### src/aup_pkg.sv
// aup_pkg: shared types, character codes and the character classifier
// for the ascii unsigned integer parser; depends on nothing
`default_nettype none

package aup_pkg;

    localparam int CHAR_W  = 8;
    localparam int BASE_W  = 6;
    localparam int DIGIT_W = 6;
    localparam int VALUE_W = 64;
    localparam int COUNT_W = 16;
    localparam int TDATA_W = VALUE_W + COUNT_W;

    localparam logic [CHAR_W-1:0] CH_TAB   = 8'h09;
    localparam logic [CHAR_W-1:0] CH_LF    = 8'h0A;
    localparam logic [CHAR_W-1:0] CH_CR    = 8'h0D;
    localparam logic [CHAR_W-1:0] CH_SPACE = 8'h20;
    localparam logic [CHAR_W-1:0] CH_PLUS  = 8'h2B;
    localparam logic [CHAR_W-1:0] CH_MINUS = 8'h2D;
    localparam logic [CHAR_W-1:0] CH_0     = 8'h30;
    localparam logic [CHAR_W-1:0] CH_9     = 8'h39;
    localparam logic [CHAR_W-1:0] CH_UA    = 8'h41;
    localparam logic [CHAR_W-1:0] CH_UX    = 8'h58;
    localparam logic [CHAR_W-1:0] CH_UZ    = 8'h5A;
    localparam logic [CHAR_W-1:0] CH_LA    = 8'h61;
    localparam logic [CHAR_W-1:0] CH_LX    = 8'h78;
    localparam logic [CHAR_W-1:0] CH_LZ    = 8'h7A;

    localparam logic [BASE_W-1:0] BASE_AUTO = 6'd0;
    localparam logic [BASE_W-1:0] BASE_OCT  = 6'd8;
    localparam logic [BASE_W-1:0] BASE_DEC  = 6'd10;
    localparam logic [BASE_W-1:0] BASE_HEX  = 6'd16;
    localparam logic [DIGIT_W-1:0] LETTER_OFS = 6'd10;

    typedef enum logic [1:0] {
        PH_SPACE,
        PH_START,
        PH_ZERO,
        PH_DIGITS
    } t_phase;

    typedef struct packed {
        logic               ws;
        logic               sign;
        logic               minus;
        logic               zero;
        logic               hex_x;
        logic               alnum;
        logic [DIGIT_W-1:0] digit;
    } t_char_class;

    function automatic t_char_class classify(input logic [CHAR_W-1:0] c);
        t_char_class r;
        r.ws    = (c == CH_SPACE) || (c == CH_TAB) || (c == CH_LF) || (c == CH_CR);
        r.sign  = (c == CH_PLUS) || (c == CH_MINUS);
        r.minus = (c == CH_MINUS);
        r.zero  = (c == CH_0);
        r.hex_x = (c == CH_LX) || (c == CH_UX);
        r.alnum = 1'b1;
        r.digit = '0;
        if (c >= CH_0 && c <= CH_9) begin
            r.digit = DIGIT_W'(c - CH_0);
        end else if (c >= CH_LA && c <= CH_LZ) begin
            r.digit = DIGIT_W'(c - CH_LA) + LETTER_OFS;
        end else if (c >= CH_UA && c <= CH_UZ) begin
            r.digit = DIGIT_W'(c - CH_UA) + LETTER_OFS;
        end else begin
            r.alnum = 1'b0;
        end
        return r;
    endfunction

endpackage

`default_nettype wire

### src/aup_core.sv
// aup_core: per-character parse state, multiply-add accumulator and stop detect
// depends on aup_pkg
`default_nettype none

module aup_core #(
    parameter int VALUE_BITS = 64,
    parameter int COUNT_BITS = 16
) (
    input  wire                              i_clk,
    input  wire                              i_rst_n,
    input  wire                              i_beat,
    input  wire  [aup_pkg::CHAR_W-1:0]       i_char,
    input  wire  [aup_pkg::BASE_W-1:0]       i_base,
    output logic                             o_res_valid,
    output logic [VALUE_BITS-1:0]            o_res_value,
    output logic [COUNT_BITS-1:0]            o_res_count
);

    aup_pkg::t_phase             r_phase, n_phase;
    logic [VALUE_BITS-1:0]       r_acc, n_acc;
    logic                        r_minus, n_minus;
    logic [aup_pkg::BASE_W-1:0]  r_base, n_base;
    logic [COUNT_BITS-1:0]       r_count, n_count;

    aup_pkg::t_char_class        w_cls;
    logic [aup_pkg::BASE_W-1:0]  w_eff_base;
    logic [aup_pkg::BASE_W-1:0]  w_dig_base;
    logic                        w_in_start;
    logic                        w_skip_ws;
    logic                        w_take_sign;
    logic                        w_take_zero;
    logic                        w_take_x;
    logic                        w_take_dig;
    logic                        w_stop;
    logic [COUNT_BITS-1:0]       w_count_inc;
    logic [VALUE_BITS+aup_pkg::BASE_W-1:0] w_prod;
    logic [VALUE_BITS-1:0]       w_acc_next;

    // character decode and the action it selects
    always_comb begin
        w_cls       = aup_pkg::classify(i_char);
        w_eff_base  = (r_phase == aup_pkg::PH_SPACE) ? i_base : r_base;
        w_skip_ws   = (r_phase == aup_pkg::PH_SPACE) && w_cls.ws;
        w_take_sign = (r_phase == aup_pkg::PH_SPACE) && !w_cls.ws && w_cls.sign;
        w_in_start  = ((r_phase == aup_pkg::PH_SPACE) && !w_cls.ws && !w_cls.sign)
                      || (r_phase == aup_pkg::PH_START);
        w_take_zero = w_in_start && w_cls.zero
                      && (w_eff_base == aup_pkg::BASE_AUTO || w_eff_base == aup_pkg::BASE_HEX);
        w_take_x    = (r_phase == aup_pkg::PH_ZERO) && w_cls.hex_x;
        w_dig_base  = w_eff_base;
        if (w_eff_base == aup_pkg::BASE_AUTO) begin
            if (w_in_start) begin
                w_dig_base = aup_pkg::BASE_DEC;
            end else if (r_phase == aup_pkg::PH_ZERO) begin
                w_dig_base = aup_pkg::BASE_OCT;
            end
        end
        w_take_dig  = !w_skip_ws && !w_take_sign && !w_take_zero && !w_take_x
                      && w_cls.alnum && (w_cls.digit < w_dig_base);
        w_stop      = !w_skip_ws && !w_take_sign && !w_take_zero && !w_take_x && !w_take_dig;
        w_count_inc = (&r_count) ? r_count : r_count + 1'b1;
        w_prod      = {aup_pkg::BASE_W'(0), r_acc} * {VALUE_BITS'(0), w_dig_base};
        w_acc_next  = w_prod[VALUE_BITS-1:0] + VALUE_BITS'(w_cls.digit);
    end

    // next state
    always_comb begin
        n_phase = r_phase;
        n_acc   = r_acc;
        n_minus = r_minus;
        n_base  = r_base;
        n_count = r_count;
        if (i_beat) begin
            priority if (w_skip_ws) begin
                n_count = w_count_inc;
            end else if (w_take_sign) begin
                n_phase = aup_pkg::PH_START;
                n_minus = w_cls.minus;
                n_base  = w_eff_base;
                n_count = w_count_inc;
            end else if (w_take_zero) begin
                n_phase = aup_pkg::PH_ZERO;
                n_base  = w_eff_base;
                n_count = w_count_inc;
            end else if (w_take_x) begin
                n_phase = aup_pkg::PH_DIGITS;
                n_base  = aup_pkg::BASE_HEX;
                n_count = w_count_inc;
            end else if (w_take_dig) begin
                n_phase = aup_pkg::PH_DIGITS;
                n_base  = w_dig_base;
                n_acc   = w_acc_next;
                n_count = w_count_inc;
            end else begin
                n_phase = aup_pkg::PH_SPACE;
                n_acc   = '0;
                n_minus = 1'b0;
                n_base  = aup_pkg::BASE_AUTO;
                n_count = '0;
            end
        end
    end

    // result
    always_comb begin
        o_res_valid = i_beat && w_stop;
        o_res_value = r_minus ? (VALUE_BITS'(0) - r_acc) : r_acc;
        o_res_count = r_count;
    end

    always_ff @(posedge i_clk) begin
        if (!i_rst_n) begin
            r_phase <= aup_pkg::PH_SPACE;
            r_acc   <= '0;
            r_minus <= 1'b0;
            r_base  <= aup_pkg::BASE_AUTO;
            r_count <= '0;
        end else begin
            r_phase <= n_phase;
            r_acc   <= n_acc;
            r_minus <= n_minus;
            r_base  <= n_base;
            r_count <= n_count;
        end
    end

endmodule

`default_nettype wire

### src/ascii_unsigned_integer_parser.sv
// ascii_unsigned_integer_parser: top level with base register and output buffer
// depends on aup_pkg and aup_core
//
// Usage:
//   s_axis carries one ASCII character per beat in tdata. Leading space, tab,
//   LF and CR are skipped, then one optional sign, an optional 0x prefix and
//   digits below the base. The first character that does not fit ends the
//   number; it is dropped and produces one beat on m_axis holding the value
//   (negated if a minus sign was seen) and the count of characters consumed.
//   i_cfg_we/i_cfg_wdata write the base (0 = auto 8/10/16); it is sampled at
//   the first non-blank character of each number.
// Timing:
//   one character per cycle while s_axis_tready is high; the multiply-add of
//   the accumulator by the base is done combinationally for each character.
//   A result is registered into the output buffer when its stop character is taken.
// Reset:
//   synchronous, active low; clears the parse state, sets base to 0 and
//   empties the output buffer.
// Stall:
//   the output holds two results; s_axis_tready drops only while both are
//   full, so the parser keeps taking characters while one result waits.
`default_nettype none

module ascii_unsigned_integer_parser #(
    parameter int VALUE_BITS = 64,
    parameter int COUNT_BITS = 16
) (
    input  wire                              i_clk,
    input  wire                              i_rst_n,
    input  wire                              i_cfg_we,
    input  wire  [aup_pkg::BASE_W-1:0]       i_cfg_wdata,   // number_base
    input  wire                              s_axis_tvalid,
    output logic                             s_axis_tready,
    input  wire  [aup_pkg::CHAR_W-1:0]       s_axis_tdata,  // char_in
    output logic                             m_axis_tvalid,
    input  wire                              m_axis_tready,
    output logic [aup_pkg::TDATA_W-1:0]      m_axis_tdata   // parsed_value, chars_consumed
);

    logic [aup_pkg::BASE_W-1:0]  r_number_base;
    logic                        r_out_valid, n_out_valid;
    logic [aup_pkg::TDATA_W-1:0] r_out_data, n_out_data;
    logic                        r_skd_valid, n_skd_valid;
    logic [aup_pkg::TDATA_W-1:0] r_skd_data, n_skd_data;

    logic                        w_beat;
    logic                        w_res_valid;
    logic [VALUE_BITS-1:0]       w_res_value;
    logic [COUNT_BITS-1:0]       w_res_count;
    logic [aup_pkg::TDATA_W-1:0] w_res_data;
    logic                        w_pop;

    assign s_axis_tready = !r_skd_valid;
    assign w_beat        = s_axis_tvalid && s_axis_tready;
    assign m_axis_tvalid = r_out_valid;
    assign m_axis_tdata  = r_out_data;

    aup_core #(
        .VALUE_BITS (VALUE_BITS),
        .COUNT_BITS (COUNT_BITS)
    ) u_core (
        .i_clk       (i_clk),
        .i_rst_n     (i_rst_n),
        .i_beat      (w_beat),
        .i_char      (s_axis_tdata),
        .i_base      (r_number_base),
        .o_res_valid (w_res_valid),
        .o_res_value (w_res_value),
        .o_res_count (w_res_count)
    );

    assign w_res_data = {aup_pkg::COUNT_W'(w_res_count), aup_pkg::VALUE_W'(w_res_value)};
    assign w_pop      = r_out_valid && m_axis_tready;

    // two-entry output buffer
    always_comb begin
        n_out_valid = r_out_valid;
        n_out_data  = r_out_data;
        n_skd_valid = r_skd_valid;
        n_skd_data  = r_skd_data;
        if (w_pop) begin
            if (r_skd_valid) begin
                n_out_data  = r_skd_data;
                n_skd_valid = 1'b0;
            end else begin
                n_out_valid = w_res_valid;
                n_out_data  = w_res_data;
            end
        end else if (!r_out_valid) begin
            n_out_valid = w_res_valid;
            n_out_data  = w_res_data;
        end else if (w_res_valid) begin
            n_skd_valid = 1'b1;
            n_skd_data  = w_res_data;
        end
    end

    always_ff @(posedge i_clk) begin
        if (!i_rst_n) begin
            r_number_base <= aup_pkg::BASE_AUTO;
            r_out_valid   <= 1'b0;
            r_skd_valid   <= 1'b0;
        end else begin
            if (i_cfg_we) begin
                r_number_base <= i_cfg_wdata;
            end
            r_out_valid <= n_out_valid;
            r_skd_valid <= n_skd_valid;
        end
    end

    always_ff @(posedge i_clk) begin
        r_out_data <= n_out_data;
        r_skd_data <= n_skd_data;
    end

endmodule

`default_nettype wire

### config.mk
export PLATFORM = sky130hd
export DESIGN_NAME = ascii_unsigned_integer_parser
export DESIGN_NICKNAME = d
export VERILOG_FILES = /design/src/aup_pkg.sv /design/src/aup_core.sv /design/src/ascii_unsigned_integer_parser.sv
export SDC_FILE = /design/constraint.sdc
export NUM_CORES = 1
export LEC_CHECK = 0
export ABC_AREA = 1
export BUFFER_PORTS_ARGS = -buffer_cell sky130_fd_sc_hd__buf_2
export CAP_MARGIN = 20
export CORE_ASPECT_RATIO = 1.75
export CORE_UTILIZATION = 55
export CTS_CLUSTER_DIAMETER = 100
export CTS_CLUSTER_SIZE = 10
export DETAILED_ROUTE_END_ITERATION = 8
export PLACE_DENSITY = 0.74
export SLEW_MARGIN = 10
export SYNTH_ARGS = -nofsm -noshare
export SYNTH_HDL_FRONTEND = slang
export SYNTH_SLANG_ARGS = --single-unit
### constraint.sdc
create_clock -name i_clk -period 18.91 [get_ports i_clk]
set_clock_uncertainty 0.1 [all_clocks]
set_input_delay 0.9455 -clock i_clk [delete_from_list [all_inputs] [get_ports i_clk]]
set_output_delay 0.9455 -clock i_clk [all_outputs]
set_load 0.01 [all_outputs]
# --- Yosys cells after proc, flatten, opt, wreduce, memory -nomap -nowiden ---
# Index checks and enable logic that the tools add are counted.
word_totals:
  ff_bits: 257
  in_bits: 19
  word_cells: 128
classes:
  n_addsub: 8
  n_mul: 1
  n_lt_le_gt_ge: 7
  eq_ne: 17
  n_mux: 36
  n_bitwise: 6
  reduce_logical: 43
ops:
  columns: ["op", "count"]
  rows:
  - ["$mux 80", 3]
  - ["$mux 64", 2]
  - ["$mux 16", 6]
  - ["$mux 6", 11]
  - ["$add 64x6->64", 1]
  - ["$mul 64x6->64", 1]
  - ["$sub 1x64->64 const A", 1]
  - ["$eq 8x6->1 const B", 4]
  - ["$eq 8x4->1 const B", 3]
  - ["$logic_and 1x1->1", 19]
  - ["$add 16x1->16 const B", 1]
  - ["$eq 8x7->1 const B", 2]
  - ["$ge 8x7->1 const B", 2]
  - ["$le 8x7->1 const B", 2]
  - ["$reduce_and 16->1", 1]
  - ["$add 6x4->6 const B", 2]
  - ["$sub 6x6->6 const B", 2]
  - ["$mux 1", 10]
  - ["$reduce_and 5->1", 2]
  - ["$ge 8x6->1 const B", 1]
  - ["$le 8x6->1 const B", 1]
  - ["$logic_not 1->1", 8]
  - ["$mux 2", 4]
  - ["$ne 2x1->1 const B", 4]
  - ["other kinds (13)", 25]

# --- Logic depth before layout (Yosys ltp) ---
# Gate-level depths: netlist of the first run.
depth:
  word_depth: 20
  ltp_mapped: 36

# --- Cells and area by module ---
# From an unflattened synthesis of the first run, not the netlist that was laid out.
unflattened:
  hier_cells: 3050
  area_unflattened_um2: 24335.8
modules_own_cells:
  columns: ["module", "n_inst", "cells_per_inst", "area_per_inst_um2"]
  rows:
  - ["aup_core", 1, 2582, 18052.3]
  - ["ascii_unsigned_integer_parser", 1, 468, 6283.5]

# --- Worst setup path after synthesis of the first run ---
# Ideal clock, no wire load.
synth_path:
  path_kind: "input to register"
  start: "input m_axis_tready"
  end: "register r_skd_data[0] (netlist bit), enable pin"
  setup_time_ns: 0.519
  t_arrival_ns: 6.358
  required_time_ns: 18.291
  setup_slack_ns: 11.934
  path_stages: 3
  cell_sequence: "inv_1 > nand2_1 > nor2_1"
synth_via:
  elab_chain_len: 3
synth_rtl:
  columns: ["item", "line_no", "source"]
  rows:
  - ["start, declared", "ascii_unsigned_integer_parser.sv:36", "input wire m_axis_tready,"]
  - ["$logic_and 1x1->1", "ascii_unsigned_integer_parser.sv:73", "assign w_pop = r_out_valid && m_axis_tready;"]
  - ["$not 1->1 (no source line)", null, null]
  - ["$reduce_and 3->1 (no source line)", null, null]
  - ["end signal, assigned", "ascii_unsigned_integer_parser.sv:114", "r_skd_data <= n_skd_data;"]
  - ["end, declared", "ascii_unsigned_integer_parser.sv:44", "logic [aup_pkg::TDATA_W-1:0] r_skd_data, n_skd_data;"]
# No other way between the ends.
# A chain may end at the register's enable or synchronous reset.

# --- Final worst setup path of the first run ---
layout_path:
  start: "register u_core.r_phase[1]"
  end: "register u_core.r_acc[34]"
layout_via:
  elab_chain_len: 12
  word_cells_on_any_way: 36
layout_rtl:
  columns: ["item", "line_no", "source"]
  rows:
  - ["start, declared", "aup_core.sv:19", "aup_pkg::t_phase r_phase, n_phase;"]
  - ["start signal, assigned", "aup_core.sv:113", "r_phase <= aup_pkg::PH_SPACE;"]
  - ["start signal, assigned", "aup_core.sv:119", "r_phase <= n_phase;"]
  - ["branches (longest 12 deep; another with $mul 64x6->64)", null, null]
  - ["end signal, assigned", "aup_core.sv:120", "r_acc <= n_acc;"]
  - ["end, declared", "aup_core.sv:20", "logic [VALUE_BITS-1:0] r_acc, n_acc;"]
# Several ways; the timed one is not identified.

==> impl_results.md, run 1 <==
* Status: finished, final reports clean
* Sequential share of the synthesized area at between 20% and 30%
* Least-Margin Pin Slew at 1.05 ns
* Setup Crit Path Kind: reg -> reg
* Critical path launch point: u_core.r_phase[1]
* R2R Setup Slk at between 10 and 15 ns
* Type of the worst min-delay path: reg -> reg
* Reg2reg end: u_core.r_acc[34]
* TNS Setup at 0 ns
* Async SR Flop Fraction at 0%
* Fin. Hold Viols at 0
* Fill cells at 3,970
* Syn_nets at about 3,500
* Initial DRT Pass Iterations at 6
* Pre-CTS setup slack at between 10 and 15 ns
* Post-synthesis simple-gate area fraction at 23.6%
* Fin Hold WS at 0.330 ns
* CP max stage delay at 0.64 ns
* Crit path launch type: register
* Ports at 101
* # DRC at 0
* Bufs and invs on worst path at 7
* Layout area overhead at 7.52%
* Final worst setup slack at 10.83 ns
* CTS H-tree depth at 1
* First-pass GRT wire length at between 100 and 150 mm
* FMAX at approximately 120 MHz
* Max-slew violations at 0
* Drt initial violations at 1,812
* Reg2Reg Depth at 30
* Post-synthesis adder-cell area fraction at 27.1%
* Initial antenna violation count at 0
* Post-CTS setup buffer count at 0
* Worst-path clk slew at approximately 0.060 ns
* GPL Wtd Cong at approximately 1.0
* Rel. slew slack at between 20 and 30%
* Fin nets at between 3,000 and 4,000
* Final setup fails at 0
* Crit-path max FO at 59
* ANT nets after route at 0
* Largest family of logic cells by synthesized area: adder cells
* Overall Global Routing Usage at between 30 and 40%
* Die Width at 161 um
* Layout cells sized above 1 at 6.60%
* WL final at around 83 mm
* Final critical-path required period at 8.08 ns
* End of the critical path: u_core.r_acc[34]
* Via Count at ~22,000
* Initial core utilization at a little under three fifths
* Worst R2R Start: u_core.r_phase[1]
* Leak at ~13 nW
* Compound-cell area share of the yosys netlist at 8.77%
* Clock Path Buffers at 3
* RSZ-0062 raised after global routing: false
* Die Area at about 45,000 um^2
* Number of synthesized flops with an enable pin at 160
* Pwr Density at about 52 nW/um^2
* Yosys reg bits at around 260
* Site Rows at just over 100
* Cell area after synthesis at around 24,000 um^2
* Main synth FF type: edfxtp_1
* Avg Inst Size Synth at 7.97 um^2
* Worst skew pair latency at ~0.6 ns
* CTS resizes at 0
* Mux cell area share after synthesis at 1.72%
* Root buf cell: clkbuf_16
* GR Overflow Total at 0
* Post-synthesis cell type count at 53
* Vias per cell at ~6
* Worst EP required at a little under 20 ns
* Sink count of the clock tree at 257
* Critical path depth at 30
* Max Cap Viol at 0
* Core area at approximately 44,000 um^2
* CTS tree: built
* Crit path arrival time at around 8.4 ns
* Die Y at around 280 um
* WL/cell at approximately 23 um
* Diodes inserted at 0
* Max IR drop VDD at just under 0.08 mV
* XOR/XNOR Fraction of Synth Area at under 10%
* HPWL Detailed at roughly 66 mm
* Tcrit/Tclk final at 42.7%
* Vias in the first global route at 22,665
* # hold bufs at CTS at 0
* Number of buffers created by CTS at 29
* CP endpoint kind: register
* CP top delay family: adder cells
* IO Port Bufs at 100
* Largest net degree at the start of global routing at 81
* Slowest CP cell: buf_4
* Post-synthesis instance total at around 3,000
* Yosys warnings at 0
Yosys cell counts (3+ instances only):
| cell type | number | area [um^2] |
|---|---|---|
| o21ai_0 | 122 | 611 |
| clkinv_1 | 16 | 60.1 |
| o211ai_1 | 10 | 75.1 |
| nand4_1 | 30 | 188 |
| o21a_1 | 9 | 67.6 |
| and3_1 | 3 | 18.8 |
| nand2_1 | 549 | 2060 |
| or2_2 | 25 | 156 |
| buf_2 | 9 | 45.0 |
| fa_1 | 240 | 4800 |
| xor2_1 | 83 | 727 |
| nor4_1 | 11 | 68.8 |
| a21boi_0 | 5 | 37.5 |
| nand3b_1 | 7 | 52.6 |
| nand3_1 | 123 | 616 |
| buf_4 | 4 | 30.0 |
| inv_2 | 9 | 33.8 |
| nor3_1 | 34 | 170 |
| a31oi_1 | 15 | 93.8 |
| mux2i_1 | 42 | 420 |
| o21bai_1 | 9 | 67.6 |
| inv_1 | 373 | 1400 |
| buf_1 | 27 | 101 |
| ha_1 | 144 | 1800 |
| xnor2_1 | 13 | 114 |
| o31ai_1 | 6 | 45.0 |
| a211oi_1 | 4 | 30.0 |
| a21o_1 | 11 | 82.6 |
| a21oi_1 | 177 | 886 |
| edfxtp_1 | 160 | 4800 |
| nor2_1 | 606 | 2270 |
| buf_6 | 3 | 33.8 |
| dfxtp_1 | 97 | 1940 |
| nand2_2 | 4 | 25.0 |
| clkbuf_1 | 46 | 173 |
| o21ai_1 | 10 | 50.1 |
power breakdown:
group          internal, mW  total [mW]  leakage (nW)  switching, mW
Sequential            0.614       0.622          2.57        0.00786
Clock                 0.290       0.526         0.395          0.236
Combinational        0.0464       0.220          10.0          0.173
Total                 0.950        1.37          13.0          0.417
worst register-to-register path: cells and delay by family, from the launching register on:
kind            cells  cell delay [ns]
buf+inv             7             1.93
fa+ha+maj           5             2.44
flops               1             0.35
simple gates       11             1.68
compound gates      7             1.46
metrics by stage:
step | std cells | area [um^2] | total power, mW | util (%)
floorplan | 3058 | 24400 | 0.768 | -
global placement | 3649 | 25300 | 0.842 | 58.1
detailed placement | 3649 | 25300 | 0.847 | 58.1
CTS | 3702 | 26200 | 1.37 | 60.0
global route | 3703 | 26200 | 1.40 | 60.1
finish | 3703 | 26200 | 1.37 | 60.1
state kept, by name (all words and copies together) (netlist names):
signal	count
r_skd_data	80
u_core.o_res_count	16
u_core.r_base	6
m_axis_tvalid	1
r_skd_valid	1
r_number_base	6
u_core.r_phase	2
m_axis_tdata	80
u_core.r_acc	64
u_core.r_minus	1
routing by layer:
layer | up-vias | wire, um | GRT usage [%]
li1 | 9911 | - | -
met1 | 10615 | 28900 | 41.3
met2 | 1005 | 42800 | 67.7
met3 | 274 | 5870 | 5.75
met4 | 0 | 5890 | 24.3
met5 | - | 0 | 0
logic make-up after synthesis:
family,after synthesis
flops,257
fa+ha+maj,384
buf+inv,488
xor+xnor,96
compound gates,388
simple gates,1403
mux,42
how the worst min path moves through the flow:
stage,startpoint,to,slack [ns],cells past startpoint
2_1_floorplan,u_core.o_res_count[5],r_skd_data[69],0.31,0
3_3_place_gp,u_core.o_res_count[5],r_skd_data[69],0.31,0
3_5_place_dp,u_core.o_res_count[5],r_skd_data[69],0.32,0
4_1_cts,u_core.o_res_count[5],r_skd_data[69],0.33,0
5_1_grt,u_core.o_res_count[5],r_skd_data[69],0.33,0
6_report,u_core.o_res_count[5],r_skd_data[69],0.33,0
cell type report:
cell class	instances	area [um^2]	share of cell area (%)
flip-flops and latches	257	6750	25.7
repair buffers	115	633	2.42
clock inverters	1	8.76	0.0334
inverters	399	1500	5.72
multi-input cells	2313	15800	60.2
clock buffers	52	822	3.14
well taps	566	708	2.70
cells in the final DEF (no fill, tap or decap), drive strengths merged, types with 2 or more instances in the layout:
cell type  count
a211oi         4
a21boi         5
a21o          11
a21oi        179
a31o           2
a31oi         15
and3           3
buf          115
clkbuf        52
clkinv        18
dfxtp         97
edfxtp       160
fa           240
ha           144
inv          382
mux2i         42
nand2        554
nand3        124
nand3b         7
nand4         30
nor2         611
nor3          36
nor4          11
o211ai        11
o21a           9
o21ai        132
o21bai        10
o31ai          6
or2           26
xnor2         13
xor2          83
Note: power is estimated with default switching activity, not from simulation.
==> run 2, diff against run 1 <==
PLACE_DENSITY = 0.77   (was 0.74)
clock period = 6.7 ns   (was 18.91 ns; I/O delays follow)
==> run 2 against run 1 <==
Sequential power rose to 2.8 times the previous value. Highest routed layer unchanged. Power rose to 2.8 times the previous value. Final area is 4.0% higher.
==> impl_results.md, run 2 (synthesis gave the netlist of run 1 again) <==
* Status: finished, final reports clean (unchanged)
* Least-Margin Pin Slew at 0.916 ns (was 1.05 ns)
* Most frequent cells in the layout: 604 x nor2_1, 547 x nand2_1, 370 x inv_1 (unchanged)
* HPWL Detailed at 65.0 mm (was 65.8 mm)
* Vias in the first global route at 23,326 (was 22,665)
* Worst skew pair latency at 0.56 ns (was 0.59 ns)
* Type of the worst min-delay path: in -> reg (was reg -> reg)
* Fin nets at 3,655 (was 3,518)
* Layout area overhead at 11.8% (was 7.52%)
* Worst-path clk slew at 0.07 ns (was 0.06 ns)
* Crit path arrival time at 6.73 ns (was 8.42 ns)
* Die Area at 45,200 um^2 (unchanged)
* # DRC at 0 (unchanged)
* Largest net degree at the start of global routing at 70 (was 81)
* CTS tree: built (unchanged)
* Crit-path max FO at 38 (was 59)
* Via Count at 22,387 (was 21,805)
* Leak at 13.6 nW (was 13.0 nW)
* Initial DRT Pass Iterations at 8 (was 6)
* Max-slew violations at 0 (unchanged)
* DP Area at 26,300 um^2 (was 25,300 um^2)
* Core area at 43,600 um^2 (unchanged)
* Fin. Hold Viols at 0 (unchanged)
* Rel. slew slack at 39.0% (was 29.8%)
* WL final at 80.9 mm (was 83.4 mm)
* Site Rows at 101 (unchanged)
* IO Port Bufs at 100 (unchanged)
* TNS Setup at 0 ns (unchanged)
* Final Cell Area at 27,300 um^2 (was 26,200 um^2)
* WL/cell at 21.1 um (was 22.5 um)
* CP max stage delay at 0.52 ns (was 0.64 ns)
* Worst EP required at 7.00 ns (was 19.25 ns)
* Final critical-path required period at 6.43 ns (was 8.08 ns)
* Ports at 101 (unchanged)
* Pwr Density at 142 nW/um^2 (was 52.2 nW/um^2)
* RSZ-0062 raised after global routing: false (unchanged)
* Die Y at 280 um (unchanged)
* Crit path launch type: register (unchanged)
* Root buf cell: clkbuf_16 (unchanged)
* CTS H-tree depth at 1 (unchanged)
* Initial antenna violation count at 0 (unchanged)
* Tcrit/Tclk final at 96.0% (was 42.7%)
* CP endpoint kind: register (unchanged)
* Vias per cell at 5.83 (was 5.89)
* Final setup fails at 0 (unchanged)
* Initial core utilization at 55.9% (unchanged)
* Fin Hold WS at 0.0123 ns (was 0.330 ns)
* Layout cells sized above 1 at 10.5% (was 6.60%)
* First-pass GRT wire length at 126 mm (was 128 mm)
* FMAX at 155 MHz (was 124 MHz)
* Crit-path most repeated cell: nand2_1
* Overall Global Routing Usage at 36.6% (was 37.8%)
* GPL Wtd Cong at 1.10 (was 1.04)
* ANT nets after route at 0 (unchanged)
* Fill cells at 3,878 (was 3,970)
* Clock Path Buffers at 3 (unchanged)
* Sink count of the clock tree at 257 (unchanged)
* Die Width at 161 um (unchanged)
* Commonest non-fill, non-tap cell in the layout: nor2_1 (unchanged)
* GR Overflow Total at 0 (unchanged)
* Diodes inserted at 0 (unchanged)
* Setup Crit Path Kind: reg -> reg (unchanged)
* Max IR drop VDD at 0.242 mV (was 0.0790 mV)
* Util after Layout at 62.5% (was 60.1%)
* Number of buffers created by CTS at 29 (unchanged)
* Max Cap Viol at 0 (unchanged)
* Drt initial violations at 1,891 (was 1,812)
* Slowest CP cell: fa_1 (was buf_4)
==> run 2: area by class of cell <==
class / count / area [um^2] / area share, %
inverter: 399 / 1500 / 5.50
multi-input combinational: 2313 / 15800 / 58.0
timing repair buffer: 252 / 1670 / 6.12
clock buffer: 52 / 822 / 3.02
sequential: 257 / 6750 / 24.8
tap: 566 / 708 / 2.60
==> run 2: per-stage QoR <==
step	std cells	setup slack, ns	total power, mW
2_1_floorplan	3058	0.263	2.17
3_3_place_gp	3779	0.0652	2.42
3_5_place_dp	3779	0.0476	2.43
4_1_cts	3837	0.0600	3.87
5_1_grt	3839	0.0154	3.99
6_report	3839	0.266	3.87
==> run 2: report_power, final <==
group | switching, mW | internal [mW] | leakage [nW]
clock | 0.635 | 0.816 | 0.391
sequential | 0.0220 | 1.73 | 2.57
combinational | 0.500 | 0.167 | 10.7
==> run 2: worst paths after layout <==
| kind | from | end | slack (ns) | depth (start not counted) |
|---|---|---|---|---|
| setup / recovery | u_core.r_phase[1] | u_core.r_acc[51] | 0.27 | 28 |
| hold / removal | i_cfg_we | r_number_base[3] | 0.01 | 3 |
| setup reg to reg | u_core.r_phase[1] | u_core.r_acc[51] | 0.27 | 28 |
| hold reg to reg | u_core.o_res_count[5] | r_skd_data[69] | 0.33 | 0 |
==> run 2: routing by layer <==
layer  part of all wire (%)  vias to the layer above  track usage, %
li1                       -                    10198               -
met3                    6.3                      351            3.90
met1                     35                    10712            40.2
met2                     50                     1126            65.1
met5                      0                        -               0
met4                    8.5                        0            26.5
==> run 2: worst max-delay path: cells and delay by family, from the launching register on <==
| family | cells | cell delay [ns] |
|---|---|---|
| AO/OA/AOI/OAI | 6 | 1.01 |
| flip-flops | 1 | 0.46 |
| adder cells (fa/ha/maj) | 5 | 2.15 |
| buffers and inverters | 5 | 0.84 |
| AND/OR/NAND/NOR | 12 | 1.65 |
==> run 2: what timing repair did <==
item                                    in CTS  in global routing
resized for setup                            1                  9
endpoints found under the hold margin        6                  0
setup buffers                                0                  2
pin swaps                                    0                  2
hold buffers                                 6                  0
endpoints found under the setup margin       1                 29
